### config.mk
export PLATFORM = sky130hd
export DESIGN_NAME = integer_to_ascii_digits
export DESIGN_NICKNAME = d
export VERILOG_FILES = /design/src/hdl/itd_pkg.sv /design/src/hdl/itd_cell.sv /design/src/hdl/integer_to_ascii_digits.sv
export SDC_FILE = /design/constraint.sdc
export NUM_CORES = 1
export LEC_CHECK = 0
export BUFFER_PORTS_ARGS = -buffer_cell sky130_fd_sc_hd__clkbuf_2
export CORE_ASPECT_RATIO = 1.1
export CORE_MARGIN = 1.5
export CORE_UTILIZATION = 38
export CTS_CLUSTER_DIAMETER = 50
export DETAILED_ROUTE_END_ITERATION = 6
export SLEW_MARGIN = 20
export SYNTH_ARGS = -nofsm -noshare
export SYNTH_HDL_FRONTEND = slang
export SYNTH_HIERARCHICAL = 1
export SYNTH_SLANG_ARGS = --single-unit
### constraint.sdc
create_clock -name clk -period 8.5 [get_ports clk]
set_input_delay 2.55 -clock clk [delete_from_list [all_inputs] [get_ports clk]]
set_output_delay 2.55 -clock clk [all_outputs]
set_load 0.02 [all_outputs]
### src/hdl/itd_pkg.sv
package itd_pkg;

  typedef struct packed {
    logic [1:0]  cmd;
    logic [63:0] value;
  } itd_in_t;

  typedef struct packed {
    logic [7:0] char_code;
    logic [4:0] char_count;
    logic       last;
  } itd_out_t;

  // control shared by every digit cell
  typedef struct packed {
    logic clr;
    logic shift_bit;
    logic shift_dig;
    logic dec;
  } itd_cell_ctl_t;

  localparam logic [1:0] CMD_SDEC = 2'd0;
  localparam logic [1:0] CMD_UDEC = 2'd1;
  localparam logic [1:0] CMD_HEXL = 2'd2;
  localparam logic [1:0] CMD_HEXU = 2'd3;

  localparam logic [7:0] CHAR_ZERO    = 8'h30;
  localparam logic [7:0] CHAR_MINUS   = 8'h2D;
  localparam logic [7:0] CHAR_UPPER_A = 8'h41;
  localparam logic [7:0] CHAR_LOWER_A = 8'h61;

  localparam logic [4:0] MAX_CHARS = 5'd20;

  function automatic logic [7:0] itd_char(input logic [3:0] d, input logic upper);
    logic [7:0] d8;
    d8 = {4'b0000, d};
    if (d < 4'd10) begin
      return CHAR_ZERO + d8;
    end else if (upper) begin
      return CHAR_UPPER_A + d8 - 8'd10;
    end else begin
      return CHAR_LOWER_A + d8 - 8'd10;
    end
  endfunction

endpackage

### src/hdl/itd_cell.sv
module itd_cell
  import itd_pkg::*;
(
  input  logic          clk,
  input  itd_cell_ctl_t ctl,
  input  logic          bit_in,
  input  logic [3:0]    dig_in,
  output logic          bit_out,
  output logic [3:0]    digit
);

  logic [3:0] dig_r;
  logic [3:0] corr;

  // add-3 correction before each doubling in decimal mode
  assign corr    = (ctl.dec && dig_r >= 4'd5) ? dig_r + 4'd3 : dig_r;
  assign bit_out = corr[3];
  assign digit   = dig_r;

  always_ff @(posedge clk) begin
    priority if (ctl.clr) begin
      dig_r <= 4'd0;
    end else if (ctl.shift_bit) begin
      dig_r <= {corr[2:0], bit_in};
    end else if (ctl.shift_dig) begin
      dig_r <= dig_in;
    end else begin
      dig_r <= dig_r;
    end
  end

endmodule

### src/hdl/integer_to_ascii_digits.sv
// Converts one binary word per request into ASCII text, one character per
// output request, most significant digit first without leading zeros. cmd
// selects signed decimal, unsigned decimal, lowercase hex or uppercase hex.
// The word is shifted bit by bit into a row of 4-bit digit cells (add-3
// correction in decimal): a request is loaded, then VALUE_BITS bits are
// shifted in decimal or HEX_BITS in hex, leading zero cells are skipped,
// and then one character is emitted per cycle while out_ready is high (a
// minus sign first for a negative signed value). A new request is taken
// only when the last character is registered.
module integer_to_ascii_digits
  import itd_pkg::*;
#(
  parameter int VALUE_BITS = 64,
  parameter int HEX_BITS   = 32
) (
  input  logic     clk,
  input  logic     rst_n,
  input  logic     in_valid,
  output logic     in_ready,
  input  itd_in_t  in_data,
  output logic     out_valid,
  input  logic     out_ready,
  output itd_out_t out_data
);

  localparam int SW         = (VALUE_BITS > HEX_BITS) ? VALUE_BITS : HEX_BITS;
  localparam int DEC_DIGITS = (VALUE_BITS * 30103) / 100000 + 1;
  localparam int HEX_DIGITS = (HEX_BITS + 3) / 4;
  localparam int NDIG       = (DEC_DIGITS > HEX_DIGITS) ? DEC_DIGITS : HEX_DIGITS;
  localparam int CW         = $clog2(SW + 1);
  localparam int RW         = $clog2(NDIG + 1);

  typedef enum logic [1:0] {IDLE, CONV, SKIP, EMIT} state_t;

  state_t        state_r;
  logic [SW-1:0] sreg_r;
  logic [CW-1:0] cnt_r;
  logic [RW-1:0] rem_r;
  logic [4:0]    count_r;
  logic          dec_r;
  logic          upper_r;
  logic          sign_r;
  logic          out_valid_r;
  itd_out_t      out_r;

  logic [VALUE_BITS-1:0] vbits;
  logic [VALUE_BITS-1:0] mag;
  logic                  neg;
  logic                  is_dec;
  logic [SW-1:0]         load_val;
  logic                  out_free;
  logic                  skip;
  logic [3:0]            top_dig;
  itd_cell_ctl_t         ctl;

  logic       bit_link [NDIG+1];
  logic [3:0] dig_link [NDIG+1];

  assign vbits    = in_data.value[VALUE_BITS-1:0];
  assign is_dec   = (in_data.cmd == CMD_SDEC) || (in_data.cmd == CMD_UDEC);
  assign neg      = (in_data.cmd == CMD_SDEC) && vbits[VALUE_BITS-1];
  // unsigned negate so the most negative value keeps its magnitude
  assign mag      = neg ? VALUE_BITS'(~vbits + 1'b1) : vbits;
  assign load_val = is_dec ? (SW'(mag) << (SW - VALUE_BITS))
                           : (SW'(in_data.value[HEX_BITS-1:0]) << (SW - HEX_BITS));

  assign top_dig  = dig_link[NDIG];
  assign out_free = !out_valid_r || out_ready;
  assign skip     = (top_dig == 4'd0) && (rem_r > RW'(1));

  assign in_ready  = (state_r == IDLE);
  assign out_valid = out_valid_r;
  assign out_data  = out_r;

  always_comb begin
    ctl.clr       = (state_r == IDLE) && in_valid;
    ctl.shift_bit = (state_r == CONV);
    ctl.shift_dig = ((state_r == SKIP) && skip) ||
                    ((state_r == EMIT) && out_free && !sign_r);
    ctl.dec       = dec_r;
  end

  assign bit_link[0] = sreg_r[SW-1];
  assign dig_link[0] = 4'd0;

  for (genvar i = 0; i < NDIG; i++) begin : g_cell
    itd_cell u_cell (
      .clk     (clk),
      .ctl     (ctl),
      .bit_in  (bit_link[i]),
      .dig_in  (dig_link[i]),
      .bit_out (bit_link[i+1]),
      .digit   (dig_link[i+1])
    );
  end

  always_ff @(posedge clk) begin
    if (!rst_n) begin
      state_r     <= IDLE;
      out_valid_r <= 1'b0;
    end else begin
      if (out_valid_r && out_ready) begin
        out_valid_r <= 1'b0;
      end
      unique case (state_r)
        IDLE: begin
          if (in_valid) begin
            state_r <= CONV;
            sreg_r  <= load_val;
            cnt_r   <= is_dec ? CW'(VALUE_BITS) : CW'(HEX_BITS);
            rem_r   <= RW'(NDIG);
            count_r <= 5'd0;
            dec_r   <= is_dec;
            upper_r <= (in_data.cmd == CMD_HEXU);
            sign_r  <= neg;
          end
        end
        CONV: begin
          sreg_r <= sreg_r << 1;
          cnt_r  <= cnt_r - CW'(1);
          if (cnt_r == CW'(1)) begin
            state_r <= SKIP;
          end
        end
        SKIP: begin
          if (skip) begin
            rem_r <= rem_r - RW'(1);
          end else begin
            state_r <= EMIT;
          end
        end
        EMIT: begin
          if (out_free) begin
            out_valid_r      <= 1'b1;
            count_r          <= count_r + 5'd1;
            out_r.char_count <= count_r + 5'd1;
            if (sign_r) begin
              out_r.char_code <= CHAR_MINUS;
              out_r.last      <= 1'b0;
              sign_r          <= 1'b0;
            end else begin
              out_r.char_code <= itd_char(top_dig, upper_r);
              out_r.last      <= (rem_r == RW'(1));
              rem_r           <= rem_r - RW'(1);
              if (rem_r == RW'(1)) begin
                state_r <= IDLE;
              end
            end
          end
        end
        default: state_r <= IDLE;
      endcase
    end
  end

endmodule

==> flow_metrics.py, run 1 <==
metrics = {
    "power_and_ir_drop": {
        "ir_worst_vdd_uv": 157.9,
        "power_uw": 4047,
        "power_density_nw_per_um2": 303.5,
        "leakage_uw": 0.004631,
    },
    "global_routing": {
        "grt_antenna_before_repair": 0,
        "track_usage": 0.1821,
        "grt_max_degree": 102,
        "grt_pass1_vias": 9554,
        "grt_pass1_wl_mm": 48.11,
        "grt.overflow.total": 0,
    },
    "cells_and_area": {
        "final_nets": 1475,
        "drive_above_1_share": 0.1332,
        "multi_input_area_sq_um": 6774,
        "fin_area_sq_um": 13330,
        "mostFrequentLayoutCells": "o21ai_0 (159), edfxtp_1 (97), inv_1 (95)",
        "seqCellArea_sq_um": 4574,
        "final_common_cell": "o21ai_0",
        "area_growth_pct": 12.19,
        "fillerInstances": 3000,
        "insertedDiodeCount": 0,
    },
    "route": {
        "drt_iter0_markers": 737,
        "top_layer_used": "met4",
        "via_per_inst": 5.649,
        "vias": 10056,
        "drc": 0,
        "wl_met3_mm": 1.245,
        "ant_nets": 0,
        "first_pass_iters": 7,
        "drt-met1-wl_mm": 13.57,
        "met2_length_mm": 13.75,
        "wl_mm": 29.05,
        "wl_per_cell_microns": 16.32,
    },
    "min_path": {
        "hp-class": "reg -> reg",
    },
    "timing": {
        "hold_ws_ns": 0.4926,
        "slew_violations": 0,
        "fin_worst_skew_ns": 0.01007,
        "finalCriticalPeriod_ns": 5.194,
        "fin_crit_sh": 0.6111,
        "grt_setup_unrepaired": "false",
        "tightest_slew_ns": 1.126,
        "clock.fmax_mhz": 192.5,
        "fin_setup_tns_ns": 0,
        "setup_violations": 0,
        "finalHoldViolCount": 0,
        "slew_headroom": 0.2386,
    },
    "clocking": {
        "htree_levels": 4,
        "clock_path_buffers": 2,
        "holdBufCountCts": 0,
        "cts_setup_buffers": 0,
        "cts_root_buf": "clkbuf_16",
        "cts_resized": 0,
        "clock_sinks": 180,
        "tritoncts": "done",
        "worstSkewPairLatency_ns": 0.43,
        "clk_pin_slew_ns": 0.08,
        "cts_buffers": 17,
    },
    "setup_path": {
        "crit_path_cell_trace": "clkbuf_2 > or4_1 > or4_1 > nor3_1 > nand3_1 > nor3_1 > mux2i_1 > o221ai_1",
        "cp_slowest_cell": "or4_1",
        "path_delay_family": "simple AND/OR/NAND/NOR gates",
        "crit_path_start_kind": "primary input",
        "max_stage_delay_ns": 0.66,
        "cp_data_required_time_ns": 8.65,
        "reg2reg_slack_ns": 4.52,
        "critPathKind": "in -> reg",
        "crit_fanout": 9,
        "cp_data_arrival_time_ns": 5.34,
        "critPathCaptureType": "register",
        "path_buf_inv": 1,
    },
    "die": {
        "die-area_sq_um": 32350,
        "initial_core_util": 0.3884,
        "ios": 86,
        "die_w_microns": 171.6,
        "core_sq_um": 30600,
        "rows": 67,
        "die_h_microns": 188.5,
    },
    "synth": {
        "syn_inst": 1285,
        "yosys_warnings": 6,
        "synth_area_per_cell_sq_um": 9.248,
        "synth_area_sq_um": 11880,
    },
    "placed_design": {
        "place.gp.congestion": 0.9426,
        "numPortBuffers": 84,
        "hpwl_mm": 19.52,
        "placed_area_sq_um": 12730,
    },
    "run": {
        "maxCapViolCount": 0,
    },
    "status": {
        "status": "finished, final reports clean",
    },
}
-- worst register-to-register path, cell delays in order, from the launching register on --
cell,delay [ns]
dfxtp_1,0.34
inv_1,0.11
ha_4,0.70
clkinv_1,0.86
nand2_1,0.98
buf_4,0.36
nor3_1,0.09
a211oi_1,0.33
-- where the power goes --
group | internal, uW | switching [uW] | total (uW)
registers | 1260 | 283 | 1550
logic | 686 | 1020 | 1710
clock network | 397 | 394 | 791
-- through the flow --
step,std cells,utilization,worst slack (ns)
after floorplan,1289,-,0.8399
after global placement,1748,0.4162,2.965
after detailed placement,1748,0.4162,2.938
after CTS,1780,0.4355,3.398
after global routing,1780,0.4357,3.254
final,1780,0.4357,3.306
-- state kept, by name, indices dropped and copies added, names as in the netlist --
signal and cells:
g_cell.u_cell/digit 80, sreg_r 64, out_data 13, cnt_r 7, count_r 5, rem_r 5, state_r 2, dec_r 1
out_valid 1, sign_r 1, upper_r 1
-- worst paths after layout --
check | start | to | cells past startpoint
worst min-delay path | sreg_r[63] | g_cell[0].u_cell/digit[0] | 2
worst max register to register | state_r[1] | sreg_r[58] | 7
worst max-delay path | in_data[20] | sreg_r[59] | 8
worst min register to register | sreg_r[63] | g_cell[0].u_cell/digit[0] | 2
-- cell type report --
type                    instances  area share
clock inverters                14     0.01220
flip-flops and latches        180      0.3431
clock buffers                  18     0.03219
multi-input cells             961      0.5081
well taps                     414     0.03885
inverters                      97     0.02731
repair buffers                 96     0.03829
-- metal layers --
| layer | vias to the layer above | global-route usage |
|---|---|---|
| met5 | - | 0 |
| met4 | 0 | 0.05196 |
| met3 | 32 | 0.02752 |
| met2 | 243 | 0.2969 |
| met1 | 4812 | 0.2485 |
| li1 | 4969 | - |
(Power assumes the default switching activity.)
==> inputs of run 2 (changes only) <==
==> constraint.sdc (replaced) <==
create_clock -name clk -period 5.1 [get_ports clk]
set_input_delay 1.53 -clock clk [delete_from_list [all_inputs] [get_ports clk]]
set_output_delay 1.53 -clock clk [all_outputs]
set_load 0.02 [all_outputs]
==> run 2 against run 1 <==
Against the previous run: utilization increased by 0.12 points; via count increased by 0.82%; register-to-register slack got worse by 2.2 ns; count of clock-buffer cells in the layout decreased by 1; critical path depth unchanged; first-iteration DRC count increased by 12%; power increased by 68%; largest power group unchanged; highest routed layer unchanged.
==> flow_metrics.py, run 2 (synthesized netlist as in run 1, its figures left out) <==
metrics = {
    "global_routing": {
        "grt_pass1_vias": 9744,
        "track_usage": 0.1862,
        "grt.overflow.total": 0,
        "grt_antenna_before_repair": 0,
        "grt_pass1_wl_mm": 48.72,
        "grt_max_degree": 228,
    },
    "setup_path": {
        "startpoint": "in_data[20]",
        "crit_fanout": 9,
        "cp_data_arrival_time_ns": 4.30,
        "cp_slowest_cell": "or4_1",
        "cp_data_required_time_ns": 5.25,
        "r2r-start": "rem_r[0]",
        "critPathKind": "in -> reg",
        "max_stage_delay_ns": 0.67,
        "crit_path_start_kind": "primary input",
        "crit_path_cell_trace": "clkbuf_2 > or4_1 > or4_1 > nor3_1 > nand3_1 > nor3_1 > mux2i_1 > o221ai_1",
        "critPathCaptureType": "register",
    },
    "cells_and_area": {
        "area_growth_pct": 12.51,
        "drive_above_1_share": 0.1350,
        "largest_reg_flops": 80,
        "insertedDiodeCount": 0,
        "fin_area_sq_um": 13370,
        "fillerInstances": 3033,
        "seqCellArea_sq_um": 4574,
        "final_common_cell": "o21ai_0",
        "multi_input_area_sq_um": 6768,
        "mostFrequentLayoutCells": "o21ai_0 (159), edfxtp_1 (97), inv_1 (95)",
        "final_nets": 1479,
    },
    "clocking": {
        "cts_buffers": 17,
        "tritoncts": "done",
        "cts_root_buf": "clkbuf_16",
        "cts_resized": 0,
        "clk_pin_slew_ns": 0.07,
        "clock_path_buffers": 2,
        "clock_sinks": 180,
        "holdBufCountCts": 0,
        "worstSkewPairLatency_ns": 0.45,
        "cts_setup_buffers": 0,
        "htree_levels": 4,
    },
    "route": {
        "first_pass_iters": 4,
        "vias": 10138,
        "via_per_inst": 5.683,
        "wl_mm": 29.31,
        "drt_iter0_markers": 829,
        "drc": 0,
        "wl_per_cell_microns": 16.43,
        "ant_nets": 0,
    },
    "die": {
        "ios": 86,
        "rows": 67,
        "die_w_microns": 171.6,
        "initial_core_util": 0.3884,
        "die_h_microns": 188.5,
        "die-area_sq_um": 32350,
        "core_sq_um": 30600,
    },
    "placed_design": {
        "place.gp.congestion": 0.9213,
        "hpwl_mm": 19.37,
        "placed_area_sq_um": 12790,
        "numPortBuffers": 84,
    },
    "power_and_ir_drop": {
        "p_int_uw": 3995,
        "power_uw": 6789,
        "combPwrFrac": 0.422,
        "power_density_nw_per_um2": 507.7,
        "leakage_uw": 0.004658,
        "ir_worst_vdd_uv": 443.2,
        "p_seq_frac": 0.380,
        "clkPwrFrac": 0.198,
        "switching_share": 0.4115,
        "p_switching_uw": 2794,
    },
    "timing": {
        "finalCriticalPeriod_ns": 4.149,
        "setup_violations": 0,
        "fin_setup_tns_ns": 0,
        "finalHoldViolCount": 0,
        "fin_crit_sh": 0.8135,
        "slew_violations": 0,
        "grt_setup_unrepaired": "false",
        "slew_headroom": 0.3078,
        "clock.fmax_mhz": 241.0,
        "tightest_slew_ns": 1.036,
        "fin_worst_skew_ns": 0.008682,
    },
    "status": {
        "status": "finished, final reports clean",
    },
    "run": {
        "maxCapViolCount": 0,
    },
    "min_path": {
        "hp-class": "reg -> reg",
        "min-delay-start": "sreg_r[63]",
    },
}
==> run 2: cell type report <==
type	instances	share of cell area
Multi-Input combinational cell	961	0.5062
Tap cell	414	0.03874
Sequential cell	180	0.3421
Clock buffer	17	0.03182
Timing Repair Buffer	100	0.04230
Clock inverter	15	0.01160
Inverter	97	0.02723
==> run 2: power groups by stage <==
stage               sequential, uW  clock [uW]  combinational, uW
global route                  2670        1450               3250
finish                        2580        1340               2870
CTS                           2590        1380               2880
floorplan                     2450           0               2270
global placement              2600           0               2800
detailed placement            2620           0               2870
==> run 2: worst max-delay path: cells and delay by family <==
family,cells,cell delay (ns)
AO/OA/AOI/OAI,1,0.14
buffers and inverters,1,0.12
multiplexers,1,0.23
AND/OR/NAND/NOR,5,2.28
==> run 2: final timing paths <==
path / endpoint / slack [ns] / depth (start not counted)
max: sreg_r[59] / 0.95 / 8
min: g_cell[0].u_cell/digit[0] / 0.51 / 2
max reg2reg: g_cell[11].u_cell/digit[1] / 2.27 / 8
min reg2reg: g_cell[0].u_cell/digit[0] / 0.51 / 2
==> run 2: per-layer routing <==
layer  GRT usage  vias up  part of all wire
met4     0.06613        0             0.022
met2      0.2994      286              0.47
met3     0.04033       44             0.057
met5           0        -                 0
li1            -     4983                 -
met1      0.2449     4825              0.45
==> run 2: per-stage QoR <==
step / hold WS (ns) / worst slack [ns] / std cells / util
5_1_grt: 0.5504 / 0.8329 / 1784 / 0.4370
6_report: 0.5107 / 0.9513 / 1784 / 0.4370
4_1_cts: 0.5231 / 1.020 / 1784 / 0.4370
2_1_floorplan: 0.4559 / 0.2737 / 1289 / -
3_3_place_gp: 0.4789 / 0.5983 / 1752 / 0.4180
3_5_place_dp: 0.5129 / 0.5566 / 1752 / 0.4180
==> inputs of run 3 (changes only) <==
==> constraint.sdc (replaced) <==
create_clock -name clk -period 3.6 [get_ports clk]
set_input_delay 1.08 -clock clk [delete_from_list [all_inputs] [get_ports clk]]
set_output_delay 1.08 -clock clk [all_outputs]
set_load 0.02 [all_outputs]
==> run 3 against run 2 <==
Against the previous run: clock skew grew 0.0087 ns; utilization grew 1.1 points; hold slack gained 0.023 ns; non-clock buffer count grew 37; setup slack lost 0.68 ns; routed wire length shrank 0.96%; largest power group unchanged.
==> flow_metrics.py, run 3 (synthesized netlist as in run 1, its figures left out) <==
metrics = {
    "status": {
        "status": "finished, final reports clean",
    },
    "timing": {
        "tightest_slew_ns": 0.8416,
        "clock.fmax_mhz": 300.0,
        "grt_setup_unrepaired": "false",
        "finalHoldViolCount": 0,
        "setup_ws_ns": 0.2672,
        "hold_ws_ns": 0.5337,
        "finalCriticalPeriod_ns": 3.333,
        "setup_violations": 0,
        "fin_crit_sh": 0.9258,
        "slew_violations": 0,
        "fin_setup_tns_ns": 0,
        "slew_headroom": 0.4390,
        "fin_worst_skew_ns": 0.01741,
    },
    "setup_path": {
        "timing.rr.end": "g_cell[5].u_cell/digit[1]",
        "path_delay_family": "simple AND/OR/NAND/NOR gates",
        "critPathKind": "in -> reg",
        "cp_slowest_cell": "or4b_2",
        "worstRegToRegCells": 8,
        "crit_path_cell_trace": "clkbuf_2 > or4_1 > or4b_2 > or2_2 > nand4b_4 > o31ai_1 > xor2_1 > o21ai_0",
        "max_stage_delay_ns": 0.66,
        "crit_path_start_kind": "primary input",
        "startpoint": "in_data[20]",
        "r2r-start": "rem_r[0]",
        "critPathCaptureType": "register",
        "cp_data_arrival_time_ns": 3.52,
        "path_buf_inv": 1,
        "cp_data_required_time_ns": 3.78,
        "crit_fanout": 5,
        "reg2reg_slack_ns": 1.10,
    },
    "route": {
        "vias": 10220,
        "wl_per_cell_microns": 15.94,
        "via_per_inst": 5.612,
        "drt_iter0_markers": 784,
        "wl_mm": 29.03,
        "first_pass_iters": 5,
        "drc": 0,
        "ant_nets": 0,
    },
    "clocking": {
        "cts_root_buf": "clkbuf_16",
        "worstSkewPairLatency_ns": 0.44,
        "clock_path_buffers": 2,
        "clock_sinks": 180,
        "clk_pin_slew_ns": 0.08,
        "cts_buffers": 17,
        "holdBufCountCts": 0,
        "cts_setup_buffers": 0,
        "cts_resized": 0,
        "tritoncts": "done",
        "htree_levels": 4,
    },
    "cells_and_area": {
        "fin_area_sq_um": 13700,
        "seqCellArea_sq_um": 4574,
        "final_common_cell": "o21ai_0",
        "final_nets": 1516,
        "insertedDiodeCount": 0,
        "area_growth_pct": 15.29,
        "fillerInstances": 3023,
        "drive_above_1_share": 0.1592,
        "mostFrequentLayoutCells": "o21ai_0 (159), edfxtp_1 (97), inv_1 (95)",
        "multi_input_area_sq_um": 6774,
        "largest_reg_flops": 80,
    },
    "die": {
        "ios": 86,
        "initial_core_util": 0.3884,
        "die_h_microns": 188.5,
        "die_w_microns": 171.6,
        "die-area_sq_um": 32350,
        "rows": 67,
        "core_sq_um": 30600,
    },
    "placed_design": {
        "placed_area_sq_um": 13110,
        "pre_cts_ws_ns": -0.1797,
        "place.gp.congestion": 0.8995,
        "hpwl_mm": 19.67,
        "numPortBuffers": 84,
    },
    "power_and_ir_drop": {
        "power_density_nw_per_um2": 702.5,
        "power_uw": 9625,
        "ir_worst_vdd_uv": 415.2,
        "leakage_uw": 0.004847,
    },
    "global_routing": {
        "track_usage": 0.1853,
        "grt_max_degree": 183,
        "grt_pass1_vias": 9700,
        "grt_pass1_wl_mm": 48.93,
        "grt.overflow.total": 0,
        "grt_antenna_before_repair": 0,
    },
    "min_path": {
        "min-delay-start": "sreg_r[23]",
        "min_to": "sreg_r[24]",
        "whs_path_depth": 2,
        "hp-class": "reg -> reg",
    },
    "run": {
        "maxCapViolCount": 0,
    },
}
==> run 3: worst reg2reg max path: stages, from the launching register on <==
cell      delay, ns
edfxtp_1       0.45
ha_1           0.24
o21ai_0        0.21
nand4_1        0.23
nand2_4        0.29
buf_12         0.31
mux2_2         0.39
o21ai_0        0.18
a31oi_1        0.06
==> run 3: worst max path at each step <==
stage | to | slack (ns) | depth (start not counted)
floorplan | sreg_r[63] | -0.05 | 7
global placement | sreg_r[54] | -0.15 | 8
detailed placement | sreg_r[38] | -0.18 | 8
CTS | sreg_r[54] | 0.31 | 8
global route | sreg_r[38] | 0.09 | 8
finish | sreg_r[54] | 0.27 | 8
==> run 3: power by group <==
| group | switching (uW) | internal [uW] |
|---|---|---|
| combinational | 2410 | 1690 |
| sequential | 665 | 2980 |
| clock | 946 | 933 |
==> run 3: stage by stage <==
step	utilization	cells
after global routing	0.4478	1821
after CTS	0.4478	1821
after detailed placement	0.4285	1789
after global placement	0.4285	1789
final	0.4478	1821
after floorplan	-	1289
==> run 3: layout make-up <==
cell class                      count  share of cell area
Clock buffer                       17             0.03105
Clock inverter                     15             0.01196
Multi-Input combinational cell    961              0.4944
Inverter                           97             0.02658
Sequential cell                   180              0.3339
Tap cell                          414             0.03781
Timing Repair Buffer              137             0.06429
==> run 3: per-layer routing <==
| layer | share of wire | GRT usage |
|---|---|---|
| met1 | 0.47 | 0.2520 |
| met2 | 0.46 | 0.2994 |
| met3 | 0.053 | 0.03004 |
| met4 | 0.018 | 0.05837 |
| met5 | 0 | 0 |
